`src/hw/rtl/mrcs_pkg.sv`:
```
// Shared types and constants for the matrix row/column statistics block.
// Used by the front, queue, back and top-level modules; no dependencies.
package mrcs_pkg;

  localparam int ELEM_W    = 32;  // element and extreme width on the ports
  localparam int SUM_W     = 42;  // running sum width
  localparam int ROW_CNT_W = 11;  // row_count register width
  localparam int COL_CNT_W = 6;   // column_count register width
  localparam int COL_IDX_W = 6;   // column index carried in a queue entry
  localparam int ROW_IDX_W = 10;  // row index, also the line_index width
  localparam int CFG_IDX_W = 1;
  localparam int CFG_DAT_W = 11;
  localparam int OUT_DAT_W = 120; // line_index, total, largest, smallest, padded

  localparam logic [CFG_IDX_W-1:0] REG_ROW_COUNT    = 1'd0;
  localparam logic [CFG_IDX_W-1:0] REG_COLUMN_COUNT = 1'd1;

  localparam logic KIND_ROW    = 1'b0;
  localparam logic KIND_COLUMN = 1'b1;

  // One classified element, front to back.
  typedef struct packed {
    logic [ELEM_W-1:0]    element;
    logic [COL_IDX_W-1:0] col;
    logic [ROW_IDX_W-1:0] row;
    logic                 row_first;   // element sits in row 0
    logic                 col_first;   // element sits in column 0
    logic                 row_end;
    logic                 matrix_end;
  } item_t;

  // Sum and extremes of one line.
  typedef struct packed {
    logic [SUM_W-1:0]  total;
    logic [ELEM_W-1:0] largest;
    logic [ELEM_W-1:0] smallest;
  } stats_t;

  localparam int STATS_W = $bits(stats_t);

  typedef struct packed {
    logic                 kind;
    logic [ROW_IDX_W-1:0] line_index;
    stats_t               stats;
    logic                 last;
  } result_t;

  typedef enum logic [1:0] {
    BK_RUN,
    BK_DRAIN_RD,
    BK_DRAIN_WAIT
  } back_state_t;

endpackage

```
`src/hw/rtl/mrcs_queue.sv`:
```
// Two-entry queue of classified elements between front and back.
// Depends on mrcs_pkg.
module mrcs_queue (
  input  logic            clk,
  input  logic            rst,
  input  logic            push,
  input  mrcs_pkg::item_t push_item,
  output logic            full,
  input  logic            pop,
  output logic            head_valid,
  output mrcs_pkg::item_t head_item
);

  import mrcs_pkg::*;

  localparam int DEPTH = 2;

  item_t      entries [DEPTH];
  logic       wr_ptr;
  logic       rd_ptr;
  logic [1:0] count;

  assign full       = (count == 2'(DEPTH));
  assign head_valid = (count != '0);
  assign head_item  = entries[rd_ptr];

  always_ff @(posedge clk) begin
    if (push) begin
      entries[wr_ptr] <= push_item;
    end
  end

  always_ff @(posedge clk) begin
    if (rst) begin
      wr_ptr <= 1'b0;
      rd_ptr <= 1'b0;
      count  <= '0;
    end else begin
      if (push) begin
        wr_ptr <= ~wr_ptr;
      end
      if (pop) begin
        rd_ptr <= ~rd_ptr;
      end
      count <= count + 2'(push) - 2'(pop);
    end
  end

endmodule

```
`config.mk`:
```
export PLATFORM = sky130hd
export DESIGN_NAME = mrcs_queue
export DESIGN_NICKNAME = d
export VERILOG_FILES = /design/src/hw/rtl/mrcs_pkg.sv /design/src/hw/rtl/mrcs_queue.sv
export SDC_FILE = /design/constraint.sdc
export NUM_CORES = 1
export LEC_CHECK = 0
export BUFFER_PORTS_ARGS = -buffer_cell sky130_fd_sc_hd__buf_2
export CAP_MARGIN = 40
export CORE_MARGIN = 4
export CORE_UTILIZATION = 40
export CTS_BUF_LIST = sky130_fd_sc_hd__clkbuf_8
export DETAILED_ROUTE_END_ITERATION = 8
export HOLD_SLACK_MARGIN = 0.1
export REMOVE_ABC_BUFFERS = 1
export SYNTH_ARGS = -nofsm -noshare
export SYNTH_HDL_FRONTEND = slang
export SYNTH_SLANG_ARGS = --single-unit
export TNS_END_PERCENT = 1
```
`constraint.sdc`:
```
create_clock -name clk -period 5.3 [get_ports clk]
set_input_delay 0.795 -clock clk [delete_from_list [all_inputs] [get_ports clk]]
set_output_delay 0.795 -clock clk [all_outputs]
set_load 0.03 [all_outputs]
```
=== Yosys cells after proc, flatten, opt, wreduce, memory -nomap -nowiden ===
Memories as Yosys holds them, arrays and structs flattened. A register that Yosys moved wholly into a read port is not among the register bits.
Cells that the tools add are included.

* Register bits: 4
* Bits in latches: 0
* Memory bits (writable): 104
* ROM bits: 0
* Input bits: 56
* Output and inout bits: 54
* Logic and storage cells: 14
* Memories kept: 1

{| class="wikitable"
|+ Memory list
! name !! words !! bits a word !! rd ports !! clocked after Yosys merged registers in !! wr ports !! line !! RTL
|-
| entries || 2 || 52 || 1 || 1 || 1 || mrcs_queue.sv:18 || <nowiki>item_t entries [DEPTH];</nowiki>
|}

* Add/subtract/negate cells: 2
* $mul: 0
* Divide/modulo/power cells: 0
* Order comparisons: 0
* Eq/ne operators: 1
* Shift operators: 0
* Multiplexer cells: 4
* Bitwise operators: 2
* Reductions and logical operators: 1

{| class="wikitable"
|+ Operators with widths
! kind !! number
|-
| $mux 1 || 4
|-
| $add 2x1->2 || 1
|-
| $eq 2x2->1 const B || 1
|-
| $not 1->1 || 2
|-
| $reduce_bool 2->1 || 1
|-
| $sub 2x1->2 || 1
|}

=== Depth between registers and ports, before layout ===
* Depth after elaboration: 3
* Gate-level depth with buffers: 6
* Depth with buffers taken out: 6

=== Worst setup path after synthesis ===
No wires, ideal clock.

* Kind: input-to-reg
* Start point: input port push
* End point: memory entries[0][0] in the netlist's numbering, enable pin
* Library setup time: 0.468 ns
* Data arrival time: 3.097 ns
* Required time: 4.832 ns
* Setup slack: 1.735 ns
* Stages: 1
* Buffers on the path: 0
* Cells stage by stage: nor2b_1

* Cells in the longest elaborated chain, start to end: 2

{| class="wikitable"
|+ RTL lines
! element !! line !! RTL
|-
| start, declared || mrcs_queue.sv:6 || <nowiki>input logic push,</nowiki>
|-
| $mux 1 || mrcs_queue.sv:28 || <nowiki>if (push) begin</nowiki>
|-
| $mux 1 (not written as such) || mrcs_queue.sv:29 || <nowiki>entries[wr_ptr] <= push_item;</nowiki>
|-
| end, declared || mrcs_queue.sv:18 ||
|}

Every way passes these cells.

==> flow_metrics.py <==
metrics = {
    "floorplan": {
        "die_width_um": 111,
        "start_util_pct": 40.9,
        "fp-row-count": 37,
        "die_height_um": 111,
        "design.core.area_um2": 10300,
        "io-pin-count": 110,
        "die_area_um2": 12300,
    },
    "pwr": {
        "power_report.internal_total_mw": 1.36,
        "pwr-share-comb_pct": 17.2,
        "power_density_nw_per_um2": 360,
        "leakage_power_nw": 2.02,
        "power.ir.vdd_worst_v": 0.000166,
        "power_frac_clock_pct": 26.6,
        "switching_share_pct": 25.8,
        "share_seq_of_total_power_pct": 56.2,
        "total_switching_power_mw": 0.472,
    },
    "timing": {
        "slew_headroom_pct": 61.8,
        "final_period_minus_worst_setup_slack_ps": 2640,
        "finClkSkew_ps": 6.88,
        "worst-slew-pin-transition_ps": 574,
        "timing.fmax_mhz": 379,
        "rsz0062_at_grt": "false",
        "finalHoldViolations": 0,
        "finalSetupViolations": 0,
        "fin_setup_tns_ps": 0,
        "final_min_period_over_clock_period_pct": 49.7,
        "final_max_slew_viol_count": 0,
    },
    "synthesis": {
        "synthesis.instances": 183,
        "synth_xor_xnor_area_share_pct": 0.947,
        "yosys.cell_types.count": 14,
        "synth_compound_gate_area_share_pct": 0,
        "synth.area.top_cells": "edfxtp_1 (74%), mux2_4 (18%), buf_12 (2.4%)",
        "yosys-mux-area-fraction_pct": 18.3,
        "yosys_top_cell_area_share_pct": 73.9,
        "netlist.top_cell.by_area": "edfxtp_1",
        "ys_seq_area_share_pct": 76.3,
        "synth.yosys.warnings": 0,
        "syn-cell-area_um2": 4230,
        "synth-simple-area-share_pct": 1.10,
        "largest_family_of_logic_cells_by_synthesized_area": "multiplexers",
        "commonest_cells_in_the_netlist": "edfxtp_1 (104), mux2_4 (50), buf_12 (5), dfxtp_1 (5), nor2_1 (4)",
        "synth-async-reset-ratio_pct": 0,
        "postSynthRegisterBits": 109,
        "post_synth_fa_ha_maj_area_fraction_pct": 0.592,
        "yosysMostFrequentCell": "edfxtp_1",
        "syn_avg_cell_area_um2": 23.1,
        "synth_enable_flop_cells": 104,
        "synth_ff_type": "edfxtp_1",
    },
    "hold_path": {
        "worstHoldPathType": "reg2reg",
        "holdCritStartpoint": "rd_ptr",
        "hold_path_depth": 2,
    },
    "run": {
        "max_cap_violations": 0,
    },
    "setup_path": {
        "timing.rr.end": "entries[1][8]",
        "critical_path_required_ps": 4510,
        "r2r_cells": 2,
        "timing.critical_path.to_type": "output port",
        "r2r_setup_slack_ps": 3590,
        "critical_path.reg2reg.startpoint": "wr_ptr",
        "crit_path_start_kind": "register",
        "critPathMaxFanout": 31,
        "cp_data_arrival_time_ps": 1840,
        "criticalPathCategory": "reg2out",
    },
    "cts": {
        "cts_buffers": 9,
        "cts.htree.levels": 3,
        "root_buf_cell": "clkbuf_8",
        "post_cts_resized": 0,
        "cts_tree": "done",
        "cts.path.max_buffers": 2,
        "post_cts_buffers": 0,
        "clock_latency_ps": 350,
        "cts.reportedPaths.clkPinSlew_ps": 100,
        "cts.sink_count": 109,
        "ctsHoldBuffers": 0,
    },
    "drt": {
        "drt-initial-drc-count": 53,
        "viasPerCell": 4.53,
        "post_drt_wl_per_cell_um": 15.2,
        "post_route_wl_um": 6710,
        "detail-route-antenna-nets": 0,
        "num_vias": 1997,
        "drt_pass1_iterations": 4,
        "drc_errors": 0,
    },
    "finish": {
        "antenna_cells": 0,
        "area.growth.synth_to_final_pct": 20.2,
        "final_design_area_no_fill_um2": 5080,
        "instances_no_fill": 441,
        "drive_above_1_share_pct": 59.7,
        "finalNetCount": 358,
    },
    "global_routing": {
        "global_router_s_overall_resource_usage_pct": 11.0,
        "global_route.overflow_total": 0,
        "number_of_antenna_violations_at_the_first_check_in_global_routing": 0,
        "first_global_vias": 2122,
        "grt_pass1_wl_um": 10600,
        "grt_start_max_net_pins": 43,
    },
    "placed_design": {
        "io_buffers": 109,
        "placedInstanceArea_um2": 4890,
        "routabilityCongestion": 0.693,
        "post-place-cells": 425,
    },
    "run_status": {
        "outcome": "finished clean",
    },
}
==> worst max path at each step <==
stage	end	slack (ps)	depth (start not counted)
after floorplan	entries[0][0]	1740	1
after global placement	head_item[0]	2860	2
after detailed placement	head_item[0]	3000	3
after CTS	head_item[0]	2590	3
after global routing	head_item[0]	2570	3
final	head_item[0]	2660	3
==> critical path, stage by stage, from the launching register on <==
cell	delay, ps
dfxtp_4	650
buf_16	290
mux2_2	360
buf_2	170
==> state kept, by name, indices dropped and copies added, names as in the netlist, named ones only <==
register,count
rd_ptr,1
count,2
entries,104
wr_ptr,1
==> routing by layer <==
layer	vias to the layer above	wire (um)	GRT usage, %	share of wire [%]
li1	942	-	-	-
met1	967	2840	13.2	42
met2	78	3250	18.2	48
met3	10	517	3.60	7.7
met4	0	103	4.68	1.5
met5	-	0	0	0
==> power by group through the flow <==
| stage | clock, mW | combinational [mW] | sequential [mW] |
|---|---|---|---|
| floorplan | 0 | 0.224 | 1.05 |
| global placement | 0 | 0.303 | 1.06 |
| detailed placement | 0 | 0.321 | 1.05 |
| CTS | 0.511 | 0.322 | 1.03 |
| global route | 0.544 | 0.335 | 1.03 |
| finish | 0.487 | 0.315 | 1.03 |
==> kinds of logic (layout without fill, tap and decap cells) <==
family	after synthesis	count (layout)
flip-flops	109	109
multiplexers	52	52
AND/OR/NAND/NOR	9	9
buffers and inverters	8	130
XOR/XNOR	3	3
adder cells (fa/ha/maj)	2	2
==> placed cells by master, fill, tap and decap left out <==
master and instances:
buf_2 109, edfxtp_1 104, mux2_4 50, clkbuf_8 9
nor2_1 4, dfxtp_1 4, inv_1 3, inv_6 3
mux2_2 2, nor2b_1 2, xnor2_1 2, ha_1 2
buf_4 2, or2_2 1, and2_2 1, nor2b_4 1
xnor3_1 1, dfxtp_4 1, clkinv_1 1, bufinv_16 1
clkinvlp_4 1, buf_16 1
==> area by class of cell <==
| type | count | area, um^2 |
|---|---|---|
| Timing Repair Buffer | 112 | 588 |
| Multi-Input combinational cell | 66 | 893 |
| Sequential cell | 109 | 3230 |
| Clock inverter | 7 | 71.3 |
| Fill cell | 880 | 5240 |
| Clock buffer | 9 | 124 |
| Tap cell | 136 | 170 |
| Inverter | 2 | 7.51 |
==> through the flow <==
| stage | power [mW] | util, % | worst slack (ps) | hold WS (ps) |
|---|---|---|---|---|
| 2_1_floorplan | 1.28 | - | 1740 | 480 |
| 3_3_place_gp | 1.36 | 47.1 | 2860 | 494 |
| 3_5_place_dp | 1.37 | 47.3 | 3000 | 504 |
| 4_1_cts | 1.86 | 49.2 | 2590 | 533 |
| 5_1_grt | 1.91 | 49.2 | 2570 | 556 |
| 6_report | 1.83 | 49.2 | 2660 | 535 |
(Power assumes the default switching activity.)
