<file path="src/hw/rtl/mrcs_pkg.sv">
// Shared types and constants for the matrix row/column statistics block.
// Used by the front, queue, back and top-level modules; no dependencies.
package mrcs_pkg;

  localparam int ELEM_W    = 32;  // element and extreme width on the ports
  localparam int SUM_W     = 42;  // running sum width
  localparam int ROW_CNT_W = 11;  // row_count register width
  localparam int COL_CNT_W = 6;   // column_count register width
  localparam int COL_IDX_W = 6;   // column index carried in a queue entry
  localparam int ROW_IDX_W = 10;  // row index, also the line_index width
  localparam int CFG_IDX_W = 1;
  localparam int CFG_DAT_W = 11;
  localparam int OUT_DAT_W = 120; // line_index, total, largest, smallest, padded

  localparam logic [CFG_IDX_W-1:0] REG_ROW_COUNT    = 1'd0;
  localparam logic [CFG_IDX_W-1:0] REG_COLUMN_COUNT = 1'd1;

  localparam logic KIND_ROW    = 1'b0;
  localparam logic KIND_COLUMN = 1'b1;

  // One classified element, front to back.
  typedef struct packed {
    logic [ELEM_W-1:0]    element;
    logic [COL_IDX_W-1:0] col;
    logic [ROW_IDX_W-1:0] row;
    logic                 row_first;   // element sits in row 0
    logic                 col_first;   // element sits in column 0
    logic                 row_end;
    logic                 matrix_end;
  } item_t;

  // Sum and extremes of one line.
  typedef struct packed {
    logic [SUM_W-1:0]  total;
    logic [ELEM_W-1:0] largest;
    logic [ELEM_W-1:0] smallest;
  } stats_t;

  localparam int STATS_W = $bits(stats_t);

  typedef struct packed {
    logic                 kind;
    logic [ROW_IDX_W-1:0] line_index;
    stats_t               stats;
    logic                 last;
  } result_t;

  typedef enum logic [1:0] {
    BK_RUN,
    BK_DRAIN_RD,
    BK_DRAIN_WAIT
  } back_state_t;

endpackage

</file>
<file path="src/hw/rtl/mrcs_front.sv">
// Front part: configuration registers, element intake and row/column tracking.
// Depends on mrcs_pkg.
module mrcs_front #(
  parameter int MAX_COLUMNS   = 32,
  parameter int MAX_ROWS      = 1024,
  parameter int ELEMENT_WIDTH = 32
) (
  input  logic                               clk,
  input  logic                               rst,
  input  logic                               cfg_valid,
  input  logic [mrcs_pkg::CFG_IDX_W-1:0]     cfg_index,
  input  logic [mrcs_pkg::CFG_DAT_W-1:0]     cfg_data,
  input  logic                               in_valid,
  output logic                               in_ready,
  input  logic [mrcs_pkg::ELEM_W-1:0]        in_element,
  output logic                               push,
  output mrcs_pkg::item_t                    push_item,
  input  logic                               queue_full,
  output logic [mrcs_pkg::COL_CNT_W-1:0]     cols
);

  import mrcs_pkg::*;

  localparam int CW = (MAX_COLUMNS > 1) ? $clog2(MAX_COLUMNS) : 1;
  localparam int RW = (MAX_ROWS > 1) ? $clog2(MAX_ROWS) : 1;

  logic [ROW_CNT_W-1:0] row_count;
  logic [COL_CNT_W-1:0] column_count;
  logic [ROW_CNT_W-1:0] rows;
  logic [CW-1:0]        column_position;
  logic [RW-1:0]        row_position;
  logic                 row_end;
  logic                 matrix_end;
  logic [ELEM_W-1:0]    element_ext;

  // Clamp counts into 1..MAX
  always_comb begin
    if (row_count == '0) begin
      rows = ROW_CNT_W'(1);
    end else if (row_count > ROW_CNT_W'(MAX_ROWS)) begin
      rows = ROW_CNT_W'(MAX_ROWS);
    end else begin
      rows = row_count;
    end
    if (column_count == '0) begin
      cols = COL_CNT_W'(1);
    end else if (column_count > COL_CNT_W'(MAX_COLUMNS)) begin
      cols = COL_CNT_W'(MAX_COLUMNS);
    end else begin
      cols = column_count;
    end
  end

  assign element_ext = ELEM_W'(signed'(in_element[ELEMENT_WIDTH-1:0]));
  assign row_end     = (COL_CNT_W'(column_position) + COL_CNT_W'(1)) >= cols;
  assign matrix_end  = row_end &&
                       ((ROW_CNT_W'(row_position) + ROW_CNT_W'(1)) >= rows);

  assign in_ready = !queue_full;
  assign push     = in_valid && in_ready;

  always_comb begin
    push_item            = '0;
    push_item.element    = element_ext;
    push_item.col        = COL_IDX_W'(column_position);
    push_item.row        = ROW_IDX_W'(row_position);
    push_item.row_first  = (row_position == '0);
    push_item.col_first  = (column_position == '0);
    push_item.row_end    = row_end;
    push_item.matrix_end = matrix_end;
  end

  always_ff @(posedge clk) begin
    if (rst) begin
      row_count       <= ROW_CNT_W'(1);
      column_count    <= COL_CNT_W'(1);
      column_position <= '0;
      row_position    <= '0;
    end else begin
      if (cfg_valid) begin
        case (cfg_index)
          REG_ROW_COUNT:    row_count    <= cfg_data;
          REG_COLUMN_COUNT: column_count <= cfg_data[COL_CNT_W-1:0];
          default: ;
        endcase
      end
      if (push) begin
        if (row_end) begin
          column_position <= '0;
          row_position    <= matrix_end ? '0 : row_position + RW'(1);
        end else begin
          column_position <= column_position + CW'(1);
        end
      end
    end
  end

endmodule

</file>
<file path="config.mk">
export PLATFORM = sky130hd
export DESIGN_NAME = mrcs_front
export DESIGN_NICKNAME = d
export VERILOG_FILES = /design/src/hw/rtl/mrcs_pkg.sv /design/src/hw/rtl/mrcs_front.sv
export SDC_FILE = /design/constraint.sdc
export NUM_CORES = 1
export LEC_CHECK = 0
export ABC_AREA = 0
export BUFFER_PORTS_ARGS = -buffer_cell sky130_fd_sc_hd__buf_2
export CORE_ASPECT_RATIO = 0.75
export CORE_MARGIN = 1.5
export CORE_UTILIZATION = 47
export DETAILED_ROUTE_END_ITERATION = 10
export HOLD_SLACK_MARGIN = 0.08
export PLACE_DENSITY = 0.81
export SKIP_CTS_REPAIR_TIMING = 1
export SLEW_MARGIN = 20
export SYNTH_ARGS = -nofsm -noshare
export SYNTH_HDL_FRONTEND = slang
export SYNTH_SLANG_ARGS = --single-unit
</file>
<file path="constraint.sdc">
create_clock -name clk -period 2.8 [get_ports clk]
set_input_delay 0.14 -clock clk [delete_from_list [all_inputs] [get_ports clk]]
set_output_delay 0.14 -clock clk [all_outputs]
set_load 0.01 [all_outputs]
</file>
# Word-level counts from Yosys, hierarchy flattened

Index checks and enable logic that the tools add are counted.

Register bits: 32
Bits of input ports: 49
Output and inout bits: 60
Word-level logic and storage cells: 29

$add $sub $neg: 4
Magnitude comparators: 4
Mux-type cells: 6
Bitwise logic cells: 1
Reductions and logical operators: 10

Operators with widths:

| operator                                                         | number |
|---|---|
| 11-bit two-way mux                                               | 2 |
| 6-bit two-way mux                                                | 2 |
| 10-bit by 1-bit adder with 11-bit output (second input constant) | 1 |
| 11-bit greater-or-equal comparator                               | 1 |
| 11-bit > comparator (second input constant)                      | 1 |
| 11-bit logical NOT                                               | 1 |
| 10-bit by 1-bit adder with 10-bit output (second input constant) | 1 |
| 10-bit logical NOT                                               | 1 |
| 10-bit two-way mux                                               | 1 |
| 5-bit by 1-bit adder with 6-bit output (second input constant)   | 1 |
| 6-bit greater-or-equal comparator                                | 1 |
| 6-bit > comparator (second input constant)                       | 1 |
| 6-bit logical NOT                                                | 1 |
| 2-bit AND reduction                                              | 3 |
| 5-bit by 1-bit adder with 5-bit output (second input constant)   | 1 |
| 5-bit logical NOT                                                | 1 |
| 5-bit two-way mux                                                | 1 |
| 1-bit logical AND                                                | 2 |
| 1-bit logical NOT                                                | 1 |
| 1-bit inverter                                                   | 1 |

# Logic depth before layout (Yosys ltp)

Depth in word-level cells: 6
Depth in mapped cells: 13
Mapped depth without buffers: 12

# Worst setup path before layout

Ideal clock, no wire load.

Kind: flip-flop to flip-flop
Start: register row_position[0]
End: register row_position[2]
Setup time: 0.124 ns
Arrival time: 2.364 ns
Data required time: 2.676 ns
Setup slack: 0.311 ns
Stages on the path, launching flop included: 14
Buffers on the path: 1
Clock period less this slack: 2.489 ns
Path through: dfxtp_1 ha_1 nand3_1 nor2_1 nand4_1 xnor2_1 ha_1 a21oi_1 o21ai_0 nor2_1 o21a_2 buf_6 a21oi_1 o22ai_2

Word-level cells in the longest chain between the ends: 4
Elaborated cells on any way between the ends: 5
Those cells by class: add/sub (2); order compare (1); mux (1); reduce/logical (1)

RTL lines:

| item                                     | RTL line         | text |
|---|---|---|
| from (decl)                              | mrcs_front.sv:31 | `logic [RW-1:0] row_position;` |
| from (signal assigned)                   | mrcs_front.sv:90 | `row_position <= matrix_end ? '0 : row_position + RW'(1);` |
| 10-bit by 1-bit adder with 11-bit output | mrcs_front.sv:57 | `((ROW_CNT_W'(row_position) + ROW_CNT_W'(1)) >= rows);` |
| 11-bit greater-or-equal comparator       | mrcs_front.sv:57 |  |
| 1-bit logical AND                        | mrcs_front.sv:56 | `assign matrix_end = row_end &&` |
| 10-bit two-way mux (*)                   | mrcs_front.sv:90 |  |

Mark *: on every way between the ends. The rest lies on a longest branch, timed or not.
A chain may end at the register's enable or synchronous reset.

==> flow_summary_export.csv <==
group,metric,value,unit
grt,grt_max_degree,25,
power,cellLeakagePower,1.09,nW
flow_run,maxCapViolations,0,
placement,portBuffers,43,
yosys,netlist_area,2300,sq um
min_path,hold_path.class,"input port to register",
yosys,syn_inst,285,
sta,period_needed,2.71,ns
setup_path,slowest_stage,"dfxtp_4",
sta,rsz0062_at_grt,"yes",
min_path,hp-start,"cfg_data[10]",
detailed_routing,drt-initial-drc-count,95,
yosys,yosys-top-cells-area,"dfxtp_1 (28%), buf_4 (11%), ha_1 (11%), nand2_1 (7.7%), a21oi_1 (5.2%)",
sta,fin_tns_setup,0,ns
yosys,synth-main-ff-cell,"dfxtp_1",
yosys,synth_nets,355,
detailed_routing,ant_nets,0,
yosys,ys_top_cells_by_count,"nand2_1 (47), buf_4 (35), dfxtp_1 (32), a21oi_1 (24), ha_1 (21)",
sta,max_freq,0.369,GHz
yosys,yosysWarnings,0,
detailed_routing,drc_errors,0,
sta,fin_crit_sh,96.7,%
layout,finalCoreUtilization,52.6,%
setup_path,path_common_cell,"nor2_2",
floorplanning,coreArea,4570,sq um
sta,finalSetupViolations,0,
floorplanning,rows,21,
placement,hpwl,3820,microns
sta,clock_skew,0.00686,ns
setup_path,crit_type,"register to output port",
setup_path,critPathArrivalTime,2.57,ns
power,ir_drop,0.310,mV
yosys,synthDistinctLibCells,49,
floorplanning,num_io_pins,109,
sta,finalMaxSlewViolations,0,
layout,syn_to_final_growth,4.68,%
setup_path,crit_fanout,5,
grt,grt_first_pass_wirelength,8550,microns
setup_path,slowest_delay,0.39,ns
clock_network,cts_root_buf,"clkbuf_8",
yosys,synth_top_area_share,27.9,%
yosys,synth-seq-cells,32,
sta,finalHoldViolations,0,
yosys,synth-edff-count,0,
setup_path,crit_chain,"ha_4 > nand3_2 > nor2_2 > nand2_1 > xnor2_2 > ha_1 > nand4_1 > nor2_2 > a211oi_2 > nor2_1 > o21a_1 > buf_2",
power,finalPower,0.00113,W
floorplanning,start_util,50.2,%
clock_network,cts.sinks,32,
power,p_per_area,471,nW/um^2
detailed_routing,dr.pass1.iters,5,
clock_network,clk_pin_slew,0.07,ns
detailed_routing,vias_per_cell,5.48,
layout,design_area,2400,sq um
clock_network,clock_latency,0.29,ns
clock_network,cts_buffers,5,
layout,antenna_cells,0,
yosys,yosysMostFrequentCell,"nand2_1",
setup_path,critical_path_required,2.66,ns
placement,gp_congestion,0.852,
sta,tightest_slew,0.510,ns
sta,relSlewSlack,66.0,%
placement,place_area,2240,sq um
setup_path,crit_path_start,"row_position[1]$_SDFFE_PP0P_",
setup_path,end_kind,"output port",
setup_path,r2r_start,"column_position[0]$_SDFFE_PP0P_",
yosys,ys_seq_area_share,27.9,%
grt,grt_pass1_vias,1848,
status,status,"finished clean",
floorplanning,fp.dieH,63.5,microns
clock_network,cts_buffer_depth,2,
layout,drive_gt1_share,25.9,%
grt,antenna_found_initial,0,
floorplanning,die_area,5320,sq um
setup_path,start_kind,"register",
clock_network,cts_tree,"done",
yosys,synth.avg_cell_area,8.06,sq um
clock_network,htree_levels,2,
grt,grt_overflow,0,
grt,grt_use_total,19.9,%
yosys,yosys.area.top_type,"dfxtp_1",
layout,final_nets,362,
yosys,async_reset_ff_share,0,%
floorplanning,die_w,83.7,microns
detailed_routing,routed_wl,5220,microns
detailed_routing,wl_per_cell,14.9,microns
detailed_routing,vias,1917,
## kinds of logic after synthesis
logic type	synth area share (%)
adders and majority gates	11.4
other	0.163
AOI/OAI and AO/OA	16.1
xor gates and xnor gates	4.19
buffers and inverters	18.1
muxes	0.436
DFF	27.9
and+or+nand+nor	21.7
## critical path: cells and delay by family, from the launching register on
| family | cells | cell delay [ns] |
|---|---|---|
| AOI/OAI and AO/OA | 2 | 0.47 |
| xor gates and xnor gates | 1 | 0.16 |
| buffers and inverters | 1 | 0.14 |
| DFF | 1 | 0.39 |
| and+or+nand+nor | 6 | 0.64 |
| adders and majority gates | 2 | 0.47 |
## registers in the layout (all words and copies together), names as in the netlist
| register | flops |
|---|---|
| column_count | 6 |
| row_count | 11 |
| row_position | 10 |
| column_position | 5 |
## placed cells by master, fill, tap and decap left out, types with 3 or more instances in the layout
| master | count |
|---|---|
| a32o_1 | 7 |
| buf_2 | 43 |
| nand3_1 | 12 |
| nor2_1 | 17 |
| and3_1 | 4 |
| o21ai_1 | 3 |
| clkbuf_8 | 5 |
| a211o_1 | 3 |
| a21oi_1 | 24 |
| xnor2_1 | 8 |
| dfxtp_1 | 29 |
| nand4_1 | 3 |
| ha_1 | 20 |
| inv_1 | 13 |
| nor4_1 | 4 |
| nand2_1 | 47 |
## per-stage QoR
| step | cells | setup WS (ns) | hold slack (ns) |
|---|---|---|---|
| finish | 350 | 0.0921 | 0.0959 |
| CTS | 349 | -0.0563 | 0.0751 |
| floorplan | 285 | 0.311 | 0.258 |
| global placement | 341 | 0.223 | 0.280 |
| global route | 350 | -0.0313 | 0.107 |
| detailed placement | 341 | 0.0533 | 0.280 |
## report_power, final
part	total [W]	leakage (nW)	internal, W	switching, W
clock network	0.000443	0.0552	0.000264	0.000179
logic	0.000206	0.771	0.0000818	0.000124
registers	0.000484	0.262	0.000469	0.0000145
total	0.00113	1.09	0.000815	0.000318
## metal layers
layer,vias up,global-route usage [%],routed length [microns]
li1,955,-,-
met1,884,25.6,2390
met2,54,30.4,2250
met3,24,4.98,337
met4,0,11.5,240
met5,-,0,0
## worst paths after layout
kind | end | slack [ns] | cells after the start
min | row_count[10]$_SDFFE_PP0P_ | 0.1 | 3
min reg2reg | column_count[0]$_SDFFE_PP1P_ | 0.48 | 1
max reg2reg | row_position[1]$_SDFFE_PP0P_ | 0.18 | 9
max | push_item[0] | 0.09 | 12
## area by class of cell
cell class	count	area, sq um
fill	455	2170
multi-input combinational	191	1280
sequential	32	649
timing repair buffer	46	240
clock buffer	6	72.6
tap	57	71.3
inverter	16	60.1
clock inverter	2	35.0
No activity file was read; power rests on OpenSTA's default activity.
